--- src/sv/iot_pkg.sv ---
// Shared constants, codes and types of the order tracker.
`default_nettype none
package iot_pkg;
   localparam int ORDER_SLOTS    = 256;
   localparam int SLOT_W         = $clog2(ORDER_SLOTS);
   localparam int SCAN_W         = SLOT_W + 1;
   localparam int LOCATE_ENTRIES = 8192;
   localparam int LOC_W          = $clog2(LOCATE_ENTRIES);

   localparam logic [2:0] FN_ADD     = 3'd0;
   localparam logic [2:0] FN_EXEC    = 3'd1;
   localparam logic [2:0] FN_CANCEL  = 3'd2;
   localparam logic [2:0] FN_DELETE  = 3'd3;
   localparam logic [2:0] FN_REPLACE = 3'd4;
   localparam logic [2:0] FN_TRADE   = 3'd5;
   localparam logic [2:0] FN_DIR     = 3'd6;

   localparam logic [2:0] EV_ADD        = 3'd0;
   localparam logic [2:0] EV_UPDATE     = 3'd1;
   localparam logic [2:0] EV_DELETE     = 3'd2;
   localparam logic [2:0] EV_TRADE      = 3'd3;
   localparam logic [2:0] EV_TICK_SIZE  = 3'd4;
   localparam logic [2:0] EV_TRADE_TICK = 3'd5;

   localparam logic [1:0] SC_ABSENT = 2'd0;
   localparam logic [1:0] SC_BUY    = 2'd1;
   localparam logic [1:0] SC_SELL   = 2'd2;

   localparam logic [1:0] AGG_UNKNOWN = 2'd0;
   localparam logic [1:0] AGG_BUY     = 2'd1;
   localparam logic [1:0] AGG_SELL    = 2'd2;

   localparam logic SIDE_BID = 1'b0;
   localparam logic SIDE_ASK = 1'b1;

   localparam logic [31:0] TICK_SIZE = 32'd100;

   typedef struct packed {
      logic [63:0] ref_no;
      logic [63:0] sym;
      logic [31:0] remaining;
      logic        side;
      logic [31:0] price;
   } entry_type;

   typedef struct packed {
      logic        valid;
      logic [63:0] sym;
   } loc_entry_type;

   typedef struct packed {
      logic       capture;
      logic       clear;
      logic       scan_start;
      logic       key_orig;
      logic       scan_run;
      logic       loc_read;
      logic       take_loc;
      logic       place;
      logic       reduce;
      logic       drop;
      logic       dir_write;
      logic       load;
      logic [2:0] kind;
      logic       last;
   } cmd_type;

   typedef struct packed {
      logic [2:0] func;
      logic       has_sym;
      logic       sc_zero;
      logic       clr_last;
      logic       scan_done;
      logic       found;
      logic       del;
      logic       resolved;
      logic       out_free;
   } sts_type;
endpackage
`default_nettype wire

--- src/sv/iot_ctrl.sv ---
// Controller: sequences clear pass, lookups, table updates and event output.
`default_nettype none
module iot_ctrl (
   input  logic             clock,
   input  logic             reset,
   input  logic             req_valid,
   output logic             req_ready,
   input  iot_pkg::sts_type sts,
   output iot_pkg::cmd_type cmd
);
   localparam logic [3:0] S_CLEAR    = 4'd0;
   localparam logic [3:0] S_IDLE     = 4'd1;
   localparam logic [3:0] S_DISPATCH = 4'd2;
   localparam logic [3:0] S_LRD      = 4'd3;
   localparam logic [3:0] S_LWT      = 4'd4;
   localparam logic [3:0] S_SCAN1    = 4'd5;
   localparam logic [3:0] S_DEC1     = 4'd6;
   localparam logic [3:0] S_SCAN2    = 4'd7;
   localparam logic [3:0] S_DEC2     = 4'd8;
   localparam logic [3:0] S_DIR      = 4'd9;
   localparam logic [3:0] S_E_ADD    = 4'd10;
   localparam logic [3:0] S_E_RED    = 4'd11;
   localparam logic [3:0] S_E_DEL    = 4'd12;
   localparam logic [3:0] S_E_TRADE  = 4'd13;
   localparam logic [3:0] S_E_TTICK  = 4'd14;
   localparam logic [3:0] S_E_TICK   = 4'd15;

   logic [3:0] state_ff;
   logic [3:0] state_in;

   always_ff @(posedge clock) begin
      if (reset) begin
         state_ff <= S_CLEAR;
      end else begin
         state_ff <= state_in;
      end
   end

   always_comb begin
      cmd       = '0;
      state_in  = state_ff;
      req_ready = 1'b0;
      unique case (state_ff)
         S_CLEAR: begin
            cmd.clear = 1'b1;
            if (sts.clr_last) begin
               state_in = S_IDLE;
            end
         end
         S_IDLE: begin
            req_ready = 1'b1;
            if (req_valid) begin
               cmd.capture = 1'b1;
               state_in    = S_DISPATCH;
            end
         end
         S_DISPATCH: begin
            unique case (sts.func)
               iot_pkg::FN_ADD: begin
                  priority if (sts.sc_zero) begin
                     state_in = S_IDLE;
                  end else if (sts.has_sym) begin
                     cmd.scan_start = 1'b1;
                     state_in       = S_SCAN1;
                  end else begin
                     state_in = S_LRD;
                  end
               end
               iot_pkg::FN_EXEC, iot_pkg::FN_CANCEL, iot_pkg::FN_DELETE: begin
                  cmd.scan_start = 1'b1;
                  state_in       = S_SCAN1;
               end
               iot_pkg::FN_REPLACE: begin
                  cmd.scan_start = 1'b1;
                  cmd.key_orig   = 1'b1;
                  state_in       = S_SCAN1;
               end
               iot_pkg::FN_TRADE: begin
                  state_in = sts.has_sym ? S_E_TRADE : S_LRD;
               end
               iot_pkg::FN_DIR: begin
                  state_in = sts.has_sym ? S_DIR : S_IDLE;
               end
               default: begin
                  state_in = S_IDLE;
               end
            endcase
         end
         S_LRD: begin
            cmd.loc_read = 1'b1;
            state_in     = S_LWT;
         end
         S_LWT: begin
            if (!sts.resolved) begin
               state_in = S_IDLE;
            end else begin
               cmd.take_loc = 1'b1;
               if (sts.func == iot_pkg::FN_ADD) begin
                  cmd.scan_start = 1'b1;
                  state_in       = S_SCAN1;
               end else begin
                  state_in = S_E_TRADE;
               end
            end
         end
         S_SCAN1: begin
            cmd.scan_run = 1'b1;
            if (sts.scan_done) begin
               state_in = S_DEC1;
            end
         end
         S_DEC1: begin
            unique case (sts.func)
               iot_pkg::FN_ADD: begin
                  cmd.place = 1'b1;
                  state_in  = S_E_ADD;
               end
               iot_pkg::FN_EXEC, iot_pkg::FN_CANCEL: begin
                  if (sts.found) begin
                     cmd.reduce = 1'b1;
                     state_in   = S_E_RED;
                  end else begin
                     state_in = S_IDLE;
                  end
               end
               iot_pkg::FN_DELETE, iot_pkg::FN_REPLACE: begin
                  if (sts.found) begin
                     cmd.drop = 1'b1;
                     state_in = S_E_DEL;
                  end else begin
                     state_in = S_IDLE;
                  end
               end
               default: begin
                  state_in = S_IDLE;
               end
            endcase
         end
         S_SCAN2: begin
            cmd.scan_run = 1'b1;
            if (sts.scan_done) begin
               state_in = S_DEC2;
            end
         end
         S_DEC2: begin
            cmd.place = 1'b1;
            state_in  = S_E_ADD;
         end
         S_DIR: begin
            cmd.dir_write = 1'b1;
            state_in      = S_E_TICK;
         end
         S_E_ADD: begin
            if (sts.out_free) begin
               cmd.load = 1'b1;
               cmd.kind = iot_pkg::EV_ADD;
               cmd.last = 1'b1;
               state_in = S_IDLE;
            end
         end
         S_E_RED: begin
            if (sts.out_free) begin
               cmd.load = 1'b1;
               cmd.kind = sts.del ? iot_pkg::EV_DELETE : iot_pkg::EV_UPDATE;
               cmd.last = (sts.func == iot_pkg::FN_CANCEL);
               state_in = (sts.func == iot_pkg::FN_EXEC) ? S_E_TRADE : S_IDLE;
            end
         end
         S_E_DEL: begin
            if (sts.out_free) begin
               cmd.load = 1'b1;
               cmd.kind = iot_pkg::EV_DELETE;
               if (sts.func == iot_pkg::FN_REPLACE) begin
                  // rescan for the new reference after freeing the old slot
                  cmd.scan_start = 1'b1;
                  state_in       = S_SCAN2;
               end else begin
                  cmd.last = 1'b1;
                  state_in = S_IDLE;
               end
            end
         end
         S_E_TRADE: begin
            if (sts.out_free) begin
               cmd.load = 1'b1;
               cmd.kind = iot_pkg::EV_TRADE;
               state_in = S_E_TTICK;
            end
         end
         S_E_TTICK: begin
            if (sts.out_free) begin
               cmd.load = 1'b1;
               cmd.kind = iot_pkg::EV_TRADE_TICK;
               cmd.last = 1'b1;
               state_in = S_IDLE;
            end
         end
         S_E_TICK: begin
            if (sts.out_free) begin
               cmd.load = 1'b1;
               cmd.kind = iot_pkg::EV_TICK_SIZE;
               cmd.last = 1'b1;
               state_in = S_IDLE;
            end
         end
         default: begin
            state_in = S_IDLE;
         end
      endcase
   end
endmodule
`default_nettype wire

--- config.mk ---
export PLATFORM = sky130hd
export DESIGN_NAME = iot_ctrl
export DESIGN_NICKNAME = d
export VERILOG_FILES = /design/src/sv/iot_pkg.sv /design/src/sv/iot_ctrl.sv
export SDC_FILE = /design/constraint.sdc
export NUM_CORES = 1
export LEC_CHECK = 0
export ABC_CLOCK_PERIOD_IN_PS = 2900
export BUFFER_PORTS_ARGS = -buffer_cell sky130_fd_sc_hd__buf_4
export CAP_MARGIN = 10
export CELL_PAD_IN_SITES_DETAIL_PLACEMENT = 1
export CELL_PAD_IN_SITES_GLOBAL_PLACEMENT = 2
export CORE_MARGIN = 2
export CORE_UTILIZATION = 25
export CTS_CLUSTER_DIAMETER = 200
export DETAILED_ROUTE_END_ITERATION = 6
export PLACE_DENSITY_LB_ADDON = 0.1
export RECOVER_POWER = 25
export REMOVE_ABC_BUFFERS = 1
export SLEW_MARGIN = 20
export SYNTH_ARGS = -nofsm -noshare
export SYNTH_HDL_FRONTEND = slang
export SYNTH_SLANG_ARGS = --single-unit
--- constraint.sdc ---
create_clock -name clock -period 2.9 [get_ports clock]
set_input_delay 0.29 -clock clock [delete_from_list [all_inputs] [get_ports clock]]
set_output_delay 0.29 -clock clock [all_outputs]
set_load 0.02 [all_outputs]
Word-level counts from Yosys, hierarchy flattened:

Cells that the tools add are included.

* output and inout bits: 17
* bits in latches: 0
* ROM bits: 0
* memories: 0
* memory bits (writable): 0
* register bits after elaboration: 4

* equality and inequality tests: 29
* multiply operators: 0
* shift operators: 0
* div/mod/pow operators: 0
* add/subtract/negate cells: 0
* bitwise logic cells: 0
* reductions and logical operators: 8
* multiplexer cells: 54
* $lt $le $gt $ge: 0

Operators with widths (number)
* $mux 4: 17
* $pmux 4 s14: 1
* $eq 4x4->1 const B: 8
* $mux 5: 5
* $pmux 4 s6: 1
* $mux 1: 20
* $eq 4x3->1 const B: 4
* $pmux 4 s4: 1
* $ne 2x2->1 const B: 7
* $pmux 4 s3: 1
* $eq 3x3->1 const B: 3
* $eq 4x2->1 const B: 2
* $reduce_and 8->1: 1
* $eq 3x2->1 const B: 2
* $mux 3: 2
* $reduce_or 2->1: 3
* $pmux 1 s5: 1
* $eq 4x1->1 const B: 1
* $logic_not 4->1: 1
* $mux 2: 2
* $pmux 1 s2: 2
* $reduce_or 4->1: 1
* $eq 3x1->1 const B: 1
* $logic_not 3->1: 1
* 3 further kinds: 3

Longest topological paths before layout:

* word-level depth: 4
* mapped depth: 7
* mapped depth without buffers: 5

Least setup slack after synthesis:

No wires, ideal clock.

* path kind: reg2reg
* start point: register state_ff[3]
* end point: register state_ff[0]
* data required time: 2.814 ns
* setup time: 0.086 ns
* data arrival time: 1.993 ns
* slack: 0.822 ns
* cell stages (with the launch flop): 7
* period minus slack after synthesis: 2.078 ns
* buffers on the path: 1
* cells stage by stage: dfxtp_1 clkbuf_1 nor4_1 a2bb2oi_1 o211ai_1 a21oi_1 a211oi_1

* longest elaborated chain between the ends: 4

Ends and longest elaborated chain
* start, declared: line iot_ctrl.sv:28 `logic [3:0] state_ff;`
* start signal, assigned: line iot_ctrl.sv:35 `state_ff <= state_in;`
* $eq 4x4->1: line iot_ctrl.sv:43 `unique case (state_ff)`
* $reduce_or 3->1 (no line)
* $ne 2x1->1 (no line)
* $reduce_and 8->1 (no line)

Several ways; a longest one is shown, not always the timed one.
A chain may end at the register's enable or synchronous reset.

==> run summary <==
Final setup TNS: 0 ns
CP max FO: 22
First-pass GRT wire length: 4.623 mm
Via Count: 1010
Residual DRC count: 0
Number of I/O port buffers: 30
NumNets Final: 164
Number of H-tree levels: 1
CP top delay family: simple AND/OR/NAND/NOR gates
RSZ-0062 raised after global routing: no
Synth Cell Area: 757.0 sq um
Hold-fix buffers, CTS: 0
Io pins: 31
CP Cell Sequence: nand2b_1 > nor3_1 > a22oi_1 > o32ai_1 > buf_4
Top reg by flops: state_ff
Synthesized flop and latch total: 4
Post-layout util: 35.73%
TritonCTS Buffers: 3
Die Y-Extent: 59.03 um
Postcts setup bufs: 0
Final number of setup-violating endpoints: 0
Worst path max stage delay: 0.53 ns
Top-area cell type share of the netlist area: 10.58%
Rel. slew slack: 51.99%
Initial detailed-routing violation count: 25
Avg Inst Size Synth: 6.154 sq um
Final Power: 227.6 uW
Largest net degree at the start of global routing: 23
CTS resizes: 0
Max VDD drop: 0.1803 mV
Worst skew pair latency: 0.23 ns
Vias in the first global route: 944
WL/cell: 16.09 um
CP arrival: 2.11 ns
Initial core utilization: 26.98%
Critical Path End Type: output port
Iteration count of the initial detailed-routing pass: 4
Cells after Synth: 123
Fin. Hold Viols: 0
Final min period: 2.404 ns
Sink Count: 4
Status: finished, final reports clean
Highest Clock Rate: 0.4159 GHz
Power Density: 227.1 mW/mm^2
Crit-path slowest cell: dfxtp_1
Antenna Nets Post-Route: 0
Synth area leader: dfxtp_1
DR vias/cell: 5.642
Hold WS: 0.2460 ns
Worst clock skew: 0.0007710 ns
Register area share after synthesis: 10.58%
Unique cell type count in the Yosys netlist: 38
Finished Layout Cells: 179
Crit path buffers/inverters: 1
Detailed Place HPWL: 2.159 mm
Leading post-synthesis cells by cell area: dfxtp_1, nor2_1, nand2_1
Share of post-route cells with drive strength above 1: 22.97%
Ys Warns: 0
Area Growth Syn to Fin: 32.40%
Antenna Cells: 0
Largest registers: state_ff (4)
EDFF count, synth: 0
Die ar.: 0.003484 sq mm
Wirelength, routed: 2.880 mm
Leakage power: 0.0003971 uW
Gr usage total: 17.19%
Asr flop ratio synth: 0%
Max FFs per register: 4
Top FF cell, synth: dfxtp_1
Core Region: 0.002805 sq mm
CTS Buffer Depth: 2
Slew Viols, Final: 0
Initial antenna violation count: 0
Grt ovf: 0
Fin crit share: 82.91%
Worst Path Required: 2.61 ns
CTS root buf: clkbuf_4
RD Place Congestion: 0.7777
Width of the chip: 59.03 um
Max_cap viols: 0
CP startpoint kind: register
Post-synth top cells: nor2_1, nand2_1, clkbuf_1
Crit path kind: reg2out
CTS clk-pin slew, worst paths: 0.04 ns
# placed instances: 176
CTS tree: done
Cell Rows: 19
HP Class: in2reg
Tightest Pin Transition: 0.7192 ns
Count leader, synth: nor2_1
[cells in the final DEF, fill, tap and decap left out, types with 2 or more instances in the layout]
cell       Yosys  routed
and3_1         4       4
a311oi_1       2       2
buf_4          0      27
o211ai_1       2       2
a211oi_1       2       2
a2bb2oi_1      3       3
nand2_1       11      11
nor4_1         2       2
a21o_1         3       3
nand3_1        3       3
nor3_1         5       5
o32ai_1        2       2
clkbuf_1       9       5
nand2b_1       6       6
a21oi_1        7       7
nor2b_1        5       5
nor2_1        18      18
nand3b_1       2       2
o21ai_0        8       8
or3b_2         2       2
inv_1          6       6
dfxtp_1        4       4
clkbuf_4       0       3
[report_power, final]
| part | internal (uW) | switching [uW] |
|---|---|---|
| clock | 46.2 | 21.5 |
| sequential | 57.6 | 9.55 |
| combinational | 39.7 | 53.0 |
[cell families after synthesis]
| family | count (synthesis) | synth area share [%] |
|---|---|---|
| AND/OR/NAND/NOR | 61 | 41.98 |
| AO/OA/AOI/OAI | 41 | 38.35 |
| buffers and inverters | 16 | 7.933 |
| XOR/XNOR | 1 | 1.157 |
| flip-flops | 4 | 10.58 |
[worst register-to-register path, delay by kind of cell (launching register included)]
family,cells,cell delay (ns)
flops,1,0.53
compound gates,3,0.93
simple gates,1,0.56
[routing by layer]
| metal | track usage (%) | vias up | part of all wire [%] |
|---|---|---|---|
| li1 | - | 505 | - |
| met1 | 24.47 | 483 | 50 |
| met2 | 28.10 | 20 | 47 |
| met3 | 1.528 | 2 | 3.4 |
| met4 | 3.896 | 0 | 0.17 |
| met5 | 0 | - | 0 |
[stage by stage]
stage	cell area [sq um]	worst slack, ns
floorplan	719.4	0.8286
global placement	998.5	0.8843
detailed placement	998.5	0.7964
CTS	1021	0.5378
global route	1002	0.3890
finish	1002	0.4956
[path summary, 6_finish.rpt]
path / startpoint / to / slack (ns) / cells after the start
worst max-delay path: state_ff[3] / cmd[13] / 0.50 / 5
worst min-delay path: reset / state_ff[2] / 0.25 / 2
worst max register to register: state_ff[3] / state_ff[3] / 0.78 / 4
worst min register to register: state_ff[2] / state_ff[2] / 0.57 / 2
[layout make-up]
type / count / area, sq um
sequential: 4 / 80.08
timing repair buffer: 32 / 221.5
tap: 31 / 38.79
fill: 382 / 1803
clock buffer: 3 / 22.52
multi-input combinational: 103 / 616.8
inverter: 6 / 22.52
Power figures use the tool's default switching activity.
